[config.mk]
export PLATFORM = sky130hd
export DESIGN_NAME = tile_dirty_rect_detect_core
export DESIGN_NICKNAME = d
export VERILOG_FILES = /design/src/rtl/tdr_pkg.sv /design/src/rtl/tdr_tracker.sv /design/src/rtl/tdr_out_buf.sv /design/src/rtl/tile_dirty_rect_detect_core.sv
export SDC_FILE = /design/constraint.sdc
export NUM_CORES = 1
export LEC_CHECK = 0
export ABC_AREA = 1
export BUFFER_PORTS_ARGS = -buffer_cell sky130_fd_sc_hd__buf_2
export CAP_MARGIN = 25
export CORE_ASPECT_RATIO = 1.25
export CORE_MARGIN = 3
export CORE_UTILIZATION = 35
export DETAILED_ROUTE_END_ITERATION = 7
export HOLD_SLACK_MARGIN = 0.15
export SETUP_SLACK_MARGIN = 0.4
export SLEW_MARGIN = 20
export SYNTH_ARGS = -nofsm -noshare
export SYNTH_HDL_FRONTEND = slang
export SYNTH_SLANG_ARGS = --single-unit
[constraint.sdc]
create_clock -name clk -period 9.99 [get_ports clk]
set_input_delay 0.4995 -clock clk [delete_from_list [all_inputs] [get_ports clk]]
set_output_delay 0.4995 -clock clk [all_outputs]
set_load 0.1 [all_outputs]
[src/rtl/tdr_pkg.sv]
`timescale 1ns / 1ps

package tdr_pkg;

	// Tile geometry and frame limits.
	localparam int unsigned TILE_SIZE     = 16;
	localparam int unsigned TILE_SHIFT    = $clog2(TILE_SIZE);
	localparam int unsigned MAX_TILE_ROWS = 1024;
	localparam int unsigned MAX_DIM       = 16384;
	localparam int unsigned HEIGHT_LIM    = (MAX_TILE_ROWS * TILE_SIZE < MAX_DIM) ?
		MAX_TILE_ROWS * TILE_SIZE : MAX_DIM;

	// Widths: a position counter, a frame dimension, a tile index and a pixel.
	localparam int unsigned POS_W  = 14;
	localparam int unsigned DIM_W  = 15;
	localparam int unsigned TIDX_W = POS_W - TILE_SHIFT;
	localparam int unsigned PIX_W  = 32;

	// Configuration register indexes.
	localparam int unsigned CFG_IDX_W = 1;
	localparam logic [CFG_IDX_W-1:0] REG_FRAME_WIDTH  = 1'b0;
	localparam logic [CFG_IDX_W-1:0] REG_FRAME_HEIGHT = 1'b1;

	typedef struct packed {
		logic [PIX_W-1:0] old_pixel;
		logic [PIX_W-1:0] new_pixel;
	} in_item_t;

	typedef struct packed {
		logic             changed;
		logic [DIM_W-1:0] rect_left;
		logic [DIM_W-1:0] rect_top;
		logic [DIM_W-1:0] rect_right;
		logic [DIM_W-1:0] rect_bottom;
	} out_item_t;

	// A zero register value counts as one, anything above the limit as the limit.
	function automatic logic [DIM_W-1:0] eff_dim(input logic [DIM_W-1:0] value,
			input logic [DIM_W-1:0] limit);
		logic [DIM_W-1:0] res;
		res = value;
		if (res == '0) begin
			res = DIM_W'(1);
		end
		if (res > limit) begin
			res = limit;
		end
		return res;
	endfunction

endpackage

[src/rtl/tdr_tracker.sv]
`timescale 1ns / 1ps

module tdr_tracker (
	input  logic                                clk,
	input  logic                                arst_n,
	input  logic                                accept,
	input  tdr_pkg::in_item_t                   in_item,
	input  logic                                cfg_we,
	input  logic [tdr_pkg::CFG_IDX_W-1:0]       cfg_index,
	input  logic [tdr_pkg::DIM_W-1:0]           cfg_wdata,
	output logic                                res_valid,
	output tdr_pkg::out_item_t                  res_item
);

	localparam logic [tdr_pkg::DIM_W-1:0] WIDTH_LIM  = tdr_pkg::DIM_W'(tdr_pkg::MAX_DIM);
	localparam logic [tdr_pkg::DIM_W-1:0] HEIGHT_LIM = tdr_pkg::DIM_W'(tdr_pkg::HEIGHT_LIM);

	logic [tdr_pkg::DIM_W-1:0]  width_q, height_q;
	logic [tdr_pkg::POS_W-1:0]  col_q, row_q;
	logic [tdr_pkg::TIDX_W-1:0] min_col_q, max_col_q, min_row_q, max_row_q;
	logic                       any_q;

	logic [tdr_pkg::TIDX_W-1:0] tile_col, tile_row;
	logic [tdr_pkg::TIDX_W-1:0] nxt_min_col, nxt_max_col, nxt_min_row, nxt_max_row;
	logic                       nxt_any;
	logic                       pixel_diff, last_col, last_row, frame_end;
	logic [tdr_pkg::DIM_W-1:0]  right_raw, bottom_raw;

	assign tile_col   = col_q[tdr_pkg::POS_W-1:tdr_pkg::TILE_SHIFT];
	assign tile_row   = row_q[tdr_pkg::POS_W-1:tdr_pkg::TILE_SHIFT];
	assign pixel_diff = in_item.old_pixel != in_item.new_pixel;

	// The pixel that ends a row or the frame.
	assign last_col  = ({1'b0, col_q} + tdr_pkg::DIM_W'(1)) >= width_q;
	assign last_row  = ({1'b0, row_q} + tdr_pkg::DIM_W'(1)) >= height_q;
	assign frame_end = last_col && last_row;

	// Bounding box including the current pixel.
	always_comb begin
		nxt_min_col = min_col_q;
		nxt_max_col = max_col_q;
		nxt_min_row = min_row_q;
		nxt_max_row = max_row_q;
		if (pixel_diff && !any_q) begin
			nxt_min_col = tile_col;
			nxt_max_col = tile_col;
			nxt_min_row = tile_row;
			nxt_max_row = tile_row;
		end else if (pixel_diff) begin
			if (tile_col < min_col_q) nxt_min_col = tile_col;
			if (tile_col > max_col_q) nxt_max_col = tile_col;
			if (tile_row < min_row_q) nxt_min_row = tile_row;
			if (tile_row > max_row_q) nxt_max_row = tile_row;
		end
	end
	assign nxt_any = any_q || pixel_diff;

	// Rectangle in pixels; the exclusive edges are clipped to the frame.
	assign right_raw  = {({1'b0, nxt_max_col} + (tdr_pkg::TIDX_W + 1)'(1)),
		{tdr_pkg::TILE_SHIFT{1'b0}}};
	assign bottom_raw = {({1'b0, nxt_max_row} + (tdr_pkg::TIDX_W + 1)'(1)),
		{tdr_pkg::TILE_SHIFT{1'b0}}};

	always_comb begin
		res_item = '0;
		if (nxt_any) begin
			res_item.changed     = 1'b1;
			res_item.rect_left   = {1'b0, nxt_min_col, {tdr_pkg::TILE_SHIFT{1'b0}}};
			res_item.rect_top    = {1'b0, nxt_min_row, {tdr_pkg::TILE_SHIFT{1'b0}}};
			res_item.rect_right  = (right_raw > width_q) ? width_q : right_raw;
			res_item.rect_bottom = (bottom_raw > height_q) ? height_q : bottom_raw;
		end
	end
	assign res_valid = accept && frame_end;

	// Frame state: a register write or the end of a frame restarts it.
	always_ff @(posedge clk or negedge arst_n) begin
		if (!arst_n) begin
			width_q   <= tdr_pkg::DIM_W'(1);
			height_q  <= tdr_pkg::DIM_W'(1);
			col_q     <= '0;
			row_q     <= '0;
			min_col_q <= '0;
			max_col_q <= '0;
			min_row_q <= '0;
			max_row_q <= '0;
			any_q     <= 1'b0;
		end else if (cfg_we) begin
			unique case (cfg_index)
				tdr_pkg::REG_FRAME_WIDTH: begin
					width_q <= tdr_pkg::eff_dim(cfg_wdata, WIDTH_LIM);
				end
				tdr_pkg::REG_FRAME_HEIGHT: begin
					height_q <= tdr_pkg::eff_dim(cfg_wdata, HEIGHT_LIM);
				end
				default: begin
				end
			endcase
			col_q     <= '0;
			row_q     <= '0;
			min_col_q <= '0;
			max_col_q <= '0;
			min_row_q <= '0;
			max_row_q <= '0;
			any_q     <= 1'b0;
		end else if (accept) begin
			if (frame_end) begin
				col_q     <= '0;
				row_q     <= '0;
				min_col_q <= '0;
				max_col_q <= '0;
				min_row_q <= '0;
				max_row_q <= '0;
				any_q     <= 1'b0;
			end else begin
				min_col_q <= nxt_min_col;
				max_col_q <= nxt_max_col;
				min_row_q <= nxt_min_row;
				max_row_q <= nxt_max_row;
				any_q     <= nxt_any;
				if (last_col) begin
					col_q <= '0;
					row_q <= row_q + tdr_pkg::POS_W'(1);
				end else begin
					col_q <= col_q + tdr_pkg::POS_W'(1);
				end
			end
		end
	end

endmodule

[src/rtl/tdr_out_buf.sv]
`timescale 1ns / 1ps

module tdr_out_buf (
	input  logic               clk,
	input  logic               arst_n,
	input  logic               push,
	input  tdr_pkg::out_item_t push_item,
	output logic               full,
	output logic               out_valid,
	input  logic               out_stall,
	output tdr_pkg::out_item_t out_data
);

	logic               out_valid_q, skid_valid_q;
	tdr_pkg::out_item_t out_data_q, skid_data_q;
	logic               pop;

	assign pop       = out_valid_q && !out_stall;
	assign out_valid = out_valid_q;
	assign out_data  = out_data_q;
	assign full      = skid_valid_q;

	// Control: the output register refills from the skid stage first.
	always_ff @(posedge clk or negedge arst_n) begin
		if (!arst_n) begin
			out_valid_q  <= 1'b0;
			skid_valid_q <= 1'b0;
		end else if (!out_valid_q || pop) begin
			out_valid_q  <= skid_valid_q || push;
			skid_valid_q <= skid_valid_q && push;
		end else if (push) begin
			skid_valid_q <= 1'b1;
		end
	end

	// Payload moves with the control above.
	always_ff @(posedge clk) begin
		if (!out_valid_q || pop) begin
			if (skid_valid_q) begin
				out_data_q <= skid_data_q;
				if (push) begin
					skid_data_q <= push_item;
				end
			end else if (push) begin
				out_data_q <= push_item;
			end
		end else if (push) begin
			skid_data_q <= push_item;
		end
	end

endmodule

[src/rtl/tile_dirty_rect_detect_core.sv]
`timescale 1ns / 1ps

// Tile dirty rectangle detector.
// The input channel (in_valid, in_stall, in_data) carries pairs of old and new
// pixels in raster order; the block counts column and row itself, using the
// frame_width and frame_height registers. Every 16x16 tile holding a differing
// pixel widens a bounding box. The last pixel of a frame produces one request
// on the output channel (out_valid, out_stall, out_data): the changed flag and
// the rectangle in pixels, all zero when nothing changed. Other pixels produce
// nothing.
// Throughput is one pixel pair per cycle while in_stall is low; the result
// request is registered in the output buffer. The per-pixel compare and min/max
// update sit between the frame state registers and a two-entry output buffer.
// A stalled result waits in the buffer while pixels keep flowing; in_stall
// rises only when both buffer entries are full.
// Reset sets both dimensions to 1 and clears position and box. A register write
// through cfg_we, cfg_index and cfg_wdata also restarts the frame.
module tile_dirty_rect_detect_core (
	input  logic                          clk,
	input  logic                          arst_n,
	input  logic                          in_valid,
	output logic                          in_stall,
	input  tdr_pkg::in_item_t             in_data,
	output logic                          out_valid,
	input  logic                          out_stall,
	output tdr_pkg::out_item_t            out_data,
	input  logic                          cfg_we,
	input  logic [tdr_pkg::CFG_IDX_W-1:0] cfg_index,
	input  logic [tdr_pkg::DIM_W-1:0]     cfg_wdata
);

	logic               accept, res_valid, buf_full;
	tdr_pkg::out_item_t res_item;

	assign in_stall = buf_full;
	assign accept   = in_valid && !buf_full;

	tdr_tracker u_tracker (
		.clk       (clk),
		.arst_n    (arst_n),
		.accept    (accept),
		.in_item   (in_data),
		.cfg_we    (cfg_we),
		.cfg_index (cfg_index),
		.cfg_wdata (cfg_wdata),
		.res_valid (res_valid),
		.res_item  (res_item)
	);

	tdr_out_buf u_out_buf (
		.clk       (clk),
		.arst_n    (arst_n),
		.push      (res_valid),
		.push_item (res_item),
		.full      (buf_full),
		.out_valid (out_valid),
		.out_stall (out_stall),
		.out_data  (out_data)
	);

endmodule

# Word-level counts from Yosys, hierarchy flattened

Cells that the tools add are included.

Bits in registers: 223

Mux-type cells: 52
Magnitude comparators: 10
$add $sub $neg: 6
Reduce and logical (&&, ||, !) cells: 22
Equal/unequal tests: 2
Bitwise operators: 1

Operators by type and width:

| operator              | number |
|---|---|
| $mux 61               | 6 |
| $mux 10               | 24 |
| $mux 15               | 9 |
| $mux 14               | 8 |
| $ne 32x32->1          | 1 |
| $add 14x1->15 const B | 2 |
| $ge 15x15->1          | 2 |
| $gt 15x15->1          | 2 |
| $gt 15x15->1 const B  | 2 |
| $add 14x1->14 const B | 2 |
| $add 10x1->11 const B | 2 |
| $gt 10x10->1          | 2 |
| $lt 10x10->1          | 2 |
| $logic_not 15->1      | 1 |
| $reduce_and 2->1      | 4 |
| $logic_and 1x1->1     | 6 |
| $reduce_bool 2->1     | 3 |
| $mux 1                | 5 |
| $logic_not 1->1       | 4 |
| $logic_or 1x1->1      | 3 |
| $reduce_bool 3->1     | 1 |
| $ne 2x1->1 const B    | 1 |
| $not 1->1             | 1 |

# Depth between registers and ports, before layout

Word-level depth: 11
Depth in mapped cells: 33
Depth with buffers taken out: 32

# By module

Synthesis repeated with hierarchy kept, for this count alone.

Cells, all modules: 1604
Area, all modules: 13401.6 um2

By module, submodules not included:

| module                      | seq. area each (um2) | cells each | area each (um2) | times used |
|---|---|---|---|---|
| tdr_tracker                 | 2479.9               | 1271       | 8827.2          | 1 |
| tdr_out_buf                 | 3713.6               | 331        | 4564.4          | 1 |
| tile_dirty_rect_detect_core | 0.0                  | 2          | 10.0            | 1 |

# Worst setup path after synthesis

OpenSTA, ideal clock, no wires.

Path type: reg2reg
From: reg u_tracker.col_q[4] (netlist bit)
To: reg u_out_buf.out_data_q (netlist bit u_out_buf.out_data[0]), enable pin
Period minus slack after synthesis: 5.805 ns
Stages on the path, launching flop included: 24
Data arrival time: 5.328 ns
Slack: 4.185 ns
Library setup time: 0.476 ns
Required time: 9.514 ns
Cells stage by stage: dfrtp_1 inv_1 nor3_1 nand3_1 nor2_1 inv_1 nor2_1 nand2_1 nor3_1 xor2_1 inv_1 ha_1 nand2_1 inv_1 nand3_1 inv_1 nand4_1 o311ai_0 nand2_1 inv_1 nand2_1 nand2_1 inv_1 a21oi_1

Cells in the longest elaborated chain, start to end: 6

RTL lines:

| what                               | RTL line           | text |
|---|---|---|
| start, declared                    | tdr_tracker.sv:19  | `logic [tdr_pkg::POS_W-1:0] col_q, row_q;` |
| start signal, assigned             | tdr_tracker.sv:125 | `col_q <= col_q + tdr_pkg::POS_W'(1);` |
| $add 14x1->15                      | tdr_tracker.sv:34  | `assign last_col = ({1'b0, col_q} + tdr_pkg::DIM_W'(1)) >= width_q;` |
| $ge 15x15->1                       | tdr_tracker.sv:34  |  |
| $logic_and 1x1->1                  | tdr_tracker.sv:36  | `assign frame_end = last_col && last_row;` |
| $logic_and 1x1->1                  | tdr_tracker.sv:74  | `assign res_valid = accept && frame_end;` |
| $reduce_bool 2->1 (no source line) | --                 |  |
| $reduce_and 2->1 (no source line)  | --                 |  |
| end signal, assigned               | tdr_out_buf.sv:40  | `out_data_q <= skid_data_q;` |
| end signal, assigned               | tdr_out_buf.sv:45  | `out_data_q <= push_item;` |
| end, declared                      | tdr_out_buf.sv:15  | `tdr_pkg::out_item_t out_data_q, skid_data_q;` |

No other way between the ends.
A chain may end at the register's enable or synchronous reset.

# Final worst setup path

From: reg u_tracker.col_q[13] (netlist bit)
To: reg u_out_buf.out_data_q (netlist bit u_out_buf.out_data[19]) (data pin)

Cells in the longest elaborated chain, start to end: 10

RTL lines:

| what              | RTL line          | text |
|---|---|---|
| $gt 10x10->1      | tdr_tracker.sv:51 | `if (tile_col > max_col_q) nxt_max_col = tile_col;` |
| $mux 10           | tdr_tracker.sv:51 |  |
| $mux 10           | tdr_tracker.sv:49 | `end else if (pixel_diff) begin` |
| $mux 10 (*)       | tdr_tracker.sv:44 | `if (pixel_diff && !any_q) begin` |
| $add 10x1->11 (*) | tdr_tracker.sv:59 | `assign right_raw = {({1'b0, nxt_max_col} + (tdr_pkg::TIDX_W + 1)'(1)),` |
| $gt 15x15->1      | tdr_tracker.sv:70 | `res_item.rect_right = (right_raw > width_q) ? width_q : right_raw;` |
| $mux 15 (*)       | tdr_tracker.sv:70 |  |
| $mux 61 (*)       | tdr_tracker.sv:66 | `if (nxt_any) begin` |
| $mux 61 (*)       | tdr_out_buf.sv:44 | `end else if (push) begin` |
| $mux 61 (*)       | tdr_out_buf.sv:39 | `if (skid_valid_q) begin` |

Every way passes the cells marked *; elsewhere a longest branch is shown, timed or not. The select of a mux whose other input is x is not followed.

==> flow_summary.toml <==
[status]
status = "completed"

[clocking]
cts_max_level = 1
cts_buffers = 22
cts_root_buf = "clkbuf_16"
cts_setup_buffers = 0
clkTransAtPathRegs_ps = 60
clk_path_buf_depth = 3
clock_latency_ps = 530
cts.sinks = 203
cts_tree = "done"

[critical_path]
crit_path_start_kind = "flip-flop"
r2r-start = "u_tracker.col_q[13]$_DFFE_PN0P_"
timing.rr.end = "u_out_buf.out_data[19]$_DFFE_PP_"
end_kind = "flip-flop"
crit_type = "reg2reg"
ff2ff_setup_slack_ps = 4420
cpMostUsedCell = "nand2_1"
cpPeakStageDelay_ps = 470
required_ps = 10220
cp_data_arrival_time_ps = 5800
critical_path_peak_fanout = 21
cp_slowest_cell = "dfrtp_1"
worstRegToRegCells = 25

[timing]
clock_skew_ps = 29.68
timing.fmax_mhz = 179.5
period_minus_slack_ps = 5571
timing.hold.ws_ps = 315.0
min_period_over_period_pct = 55.76
tightest_slew_ps = 922.7
slew_violations = 0
finalHoldViolations = 0
finalSetupViolCount = 0
slew_headroom_pct = 38.42
rsz0062_at_grt = "no"
fin_setup_tns_ps = 0

[grt]
overflow = 0
track_usage_pct = 17.05
grt_pass1_wl_mm = 53.53
antenna_found_initial = 0
grt_pass1_vias = 10540
grt_max_degree = 64

[worst_hold_path]
whs_endpoint = "u_tracker.height_q[9]$_DFFE_PN0P_"
hold_class = "in2reg"
holdPathStages = 3
min_from = "cfg_wdata[9]"

[detailed_routing]
firstDrtPassIters = 5
drc = 0
drt-total-wl_mm = 33.16
wl_per_cell_um = 15.61
antenna_left = 0
vias = 10600
first_iter_violations = 732
vias_per_cell = 4.987

[place]
gp_congestion = 0.8358
dp.cells = 2084
io_buffers = 137
dp_hpwl_mm = 24.40

[yosys]
syn_area_per_cell_um2 = 8.328
synthMuxAreaShare_pct = 0
synth_top_area_cell = "edfxtp_1"
synth_ff_type = "edfxtp_1"
synth_top_family_by_area = "simple AND/OR/NAND/NOR gates"
ys_warn_count = 0
synth_edf_count = 102
synth_fa_ha_area_share_pct = 9.297
netlist_instances = 1519
synth-xor-area-share_pct = 3.531
yosys.area_share.simple_pct = 20.34
synth_top_cell_area_share_pct = 24.21
ys_seq_elements = 203
synth_area_um2 = 12650
synth-compound-area-share_pct = 13.84
seq_area_frac_synth_pct = 44.21
synth.distinct_cells = 55
synthTopCellsByArea = "edfxtp_1 (24%), dfrtp_1 (20%), nand2_1 (11%)"
synth_async_sr_flop_share_pct = 49.75

[finish]
layout.cells.non_filler = 2125
drive_gt1_share_pct = 14.96
nFillCells = 3561
n_antenna_cell = 0
fin_util_pct = 40.94
syn2layout_area_growth_pct = 15.03
final_nets = 1814

[pwr]
p_leak_nw = 6.843
power.total_mw = 2.178
powerDensity_nw_per_um2 = 149.6
peakVddDrop_uv = 128.3

[job]
cap_violations = 0

[floorplan]
die_y_um = 218.6
rows = 77
io_pins = 148
dieWidth_um = 176.0
core_um2 = 35550
dieArea_um2 = 38480
start_util_pct = 35.59
[critical path: cells and delay by family (launching register included)]
| kind | cells | cell delay [ps] |
|---|---|---|
| AO/OA/AOI/OAI | 8 | 2050 |
| AND/OR/NAND/NOR | 11 | 1450 |
| adder cells (fa/ha/maj) | 3 | 810 |
| buffers and inverters | 3 | 500 |
| flip-flops | 1 | 470 |
[cells in the mapped netlist, types with 2 or more instances]
cell type and n:
clkbuf_1 42, buf_2 7, buf_12 2, a21oi_2 3, nor2_1 62, nand2_4 4, ha_1 94, inv_1 203
nand3b_1 2, dfrtp_1 99, a21oi_1 50, nor4_1 5, nand3_1 71, o21ai_1 5, inv_2 3, buf_4 10
a21boi_0 3, or4_1 2, o21a_1 3, nor3_1 9, dfstp_2 2, clkinv_1 3, nand3_2 4, o211ai_1 7
a211oi_1 3, o31ai_1 2, xor2_1 22, nor2_2 12, nor2_4 5, xnor2_1 29, o22ai_1 43, o2111ai_1 2
o21ai_4 2, o21ai_2 8, or2_2 2, edfxtp_1 102, nand2_1 374, o21ai_0 171, nand4_1 19, nand2_2 13
[per-layer routing]
layer	vias to the layer above	share of wire, %	track usage (%)
met2	253	53	32.00
met5	-	0	0
met4	0	3.9	7.552
met3	75	3.7	1.668
li1	5290	-	-
met1	4979	39	19.40
[cell usage in the layout, fill, tap and decap left out, types with 43 or more instances in the layout]
master,n
a21oi_1,49
buf_2,136
dfrtp_1,98
edfxtp_1,102
ha_1,94
inv_1,203
nand2_1,373
nand3_1,71
nor2_1,60
o21ai_0,171
o22ai_1,43
[logic make-up after synthesis]
logic type / count (synthesis)
adder cells (fa/ha/maj): 94
buffers and inverters: 272
XOR/XNOR: 51
flip-flops: 203
other: 1
AO/OA/AOI/OAI: 310
AND/OR/NAND/NOR: 588
[where the power goes]
part           total [mW]  internal (mW)  switching (mW)
Clock               0.875          0.529           0.346
Sequential          0.936          0.913          0.0227
Combinational       0.367          0.129           0.238
[per-stage QoR]
stage	cell area, um2	worst slack (ps)
finish	14550	4419
global route	14550	3768
CTS	14550	4418
detailed placement	13770	4426
global placement	13710	4586
floorplan	12680	4185
[registers in the layout (all words and copies together), names as in the netlist]
register and count:
u_tracker.min_row_q 10, u_tracker.any_q 1, u_tracker.min_col_q 10, u_out_buf.full 1, u_out_buf.skid_data_q 51, u_tracker.col_q 14
u_out_buf.out_valid 1, u_out_buf.out_data 51, u_tracker.width_q 15, u_tracker.max_col_q 10, u_tracker.row_q 14, u_tracker.height_q 15
u_tracker.max_row_q 10
[final cells by class]
type                       count  area (um2)  area share (%)
multi-input combinational   1053        6015           41.33
inverter                     209       784.5           5.391
timing repair buffer         146       798.3           5.485
sequential                   203        5594           38.44
tap                          474       593.1           4.075
clock inverter                 9       122.6          0.8426
clock buffer                  31       645.6           4.436
[how the worst max path moves through the flow]
| stage | from | to | slack, ps | cells past startpoint |
|---|---|---|---|---|
| floorplan | u_tracker.col_q[4]$_DFFE_PN0P_ | u_out_buf.out_data[0]$_DFFE_PP_ | 4190 | 23 |
| global placement | in_data[5] | u_out_buf.out_data[19]$_DFFE_PP_ | 4590 | 24 |
| detailed placement | in_data[4] | u_out_buf.out_data[19]$_DFFE_PP_ | 4430 | 24 |
| CTS | u_tracker.col_q[13]$_DFFE_PN0P_ | u_out_buf.out_data[19]$_DFFE_PP_ | 4420 | 24 |
| global route | u_tracker.col_q[8]$_DFFE_PN0P_ | u_out_buf.out_data[19]$_DFFE_PP_ | 3770 | 23 |
| finish | u_tracker.col_q[13]$_DFFE_PN0P_ | u_out_buf.out_data[19]$_DFFE_PP_ | 4420 | 25 |
[what timing repair did]
action / CTS / global route
hold buffers: 1 / 0
hold endpoints to repair: 45 / 0
gates resized for setup: 0 / 0
setup endpoints to repair: 0 / 0
Power figures use the tool's default switching activity.
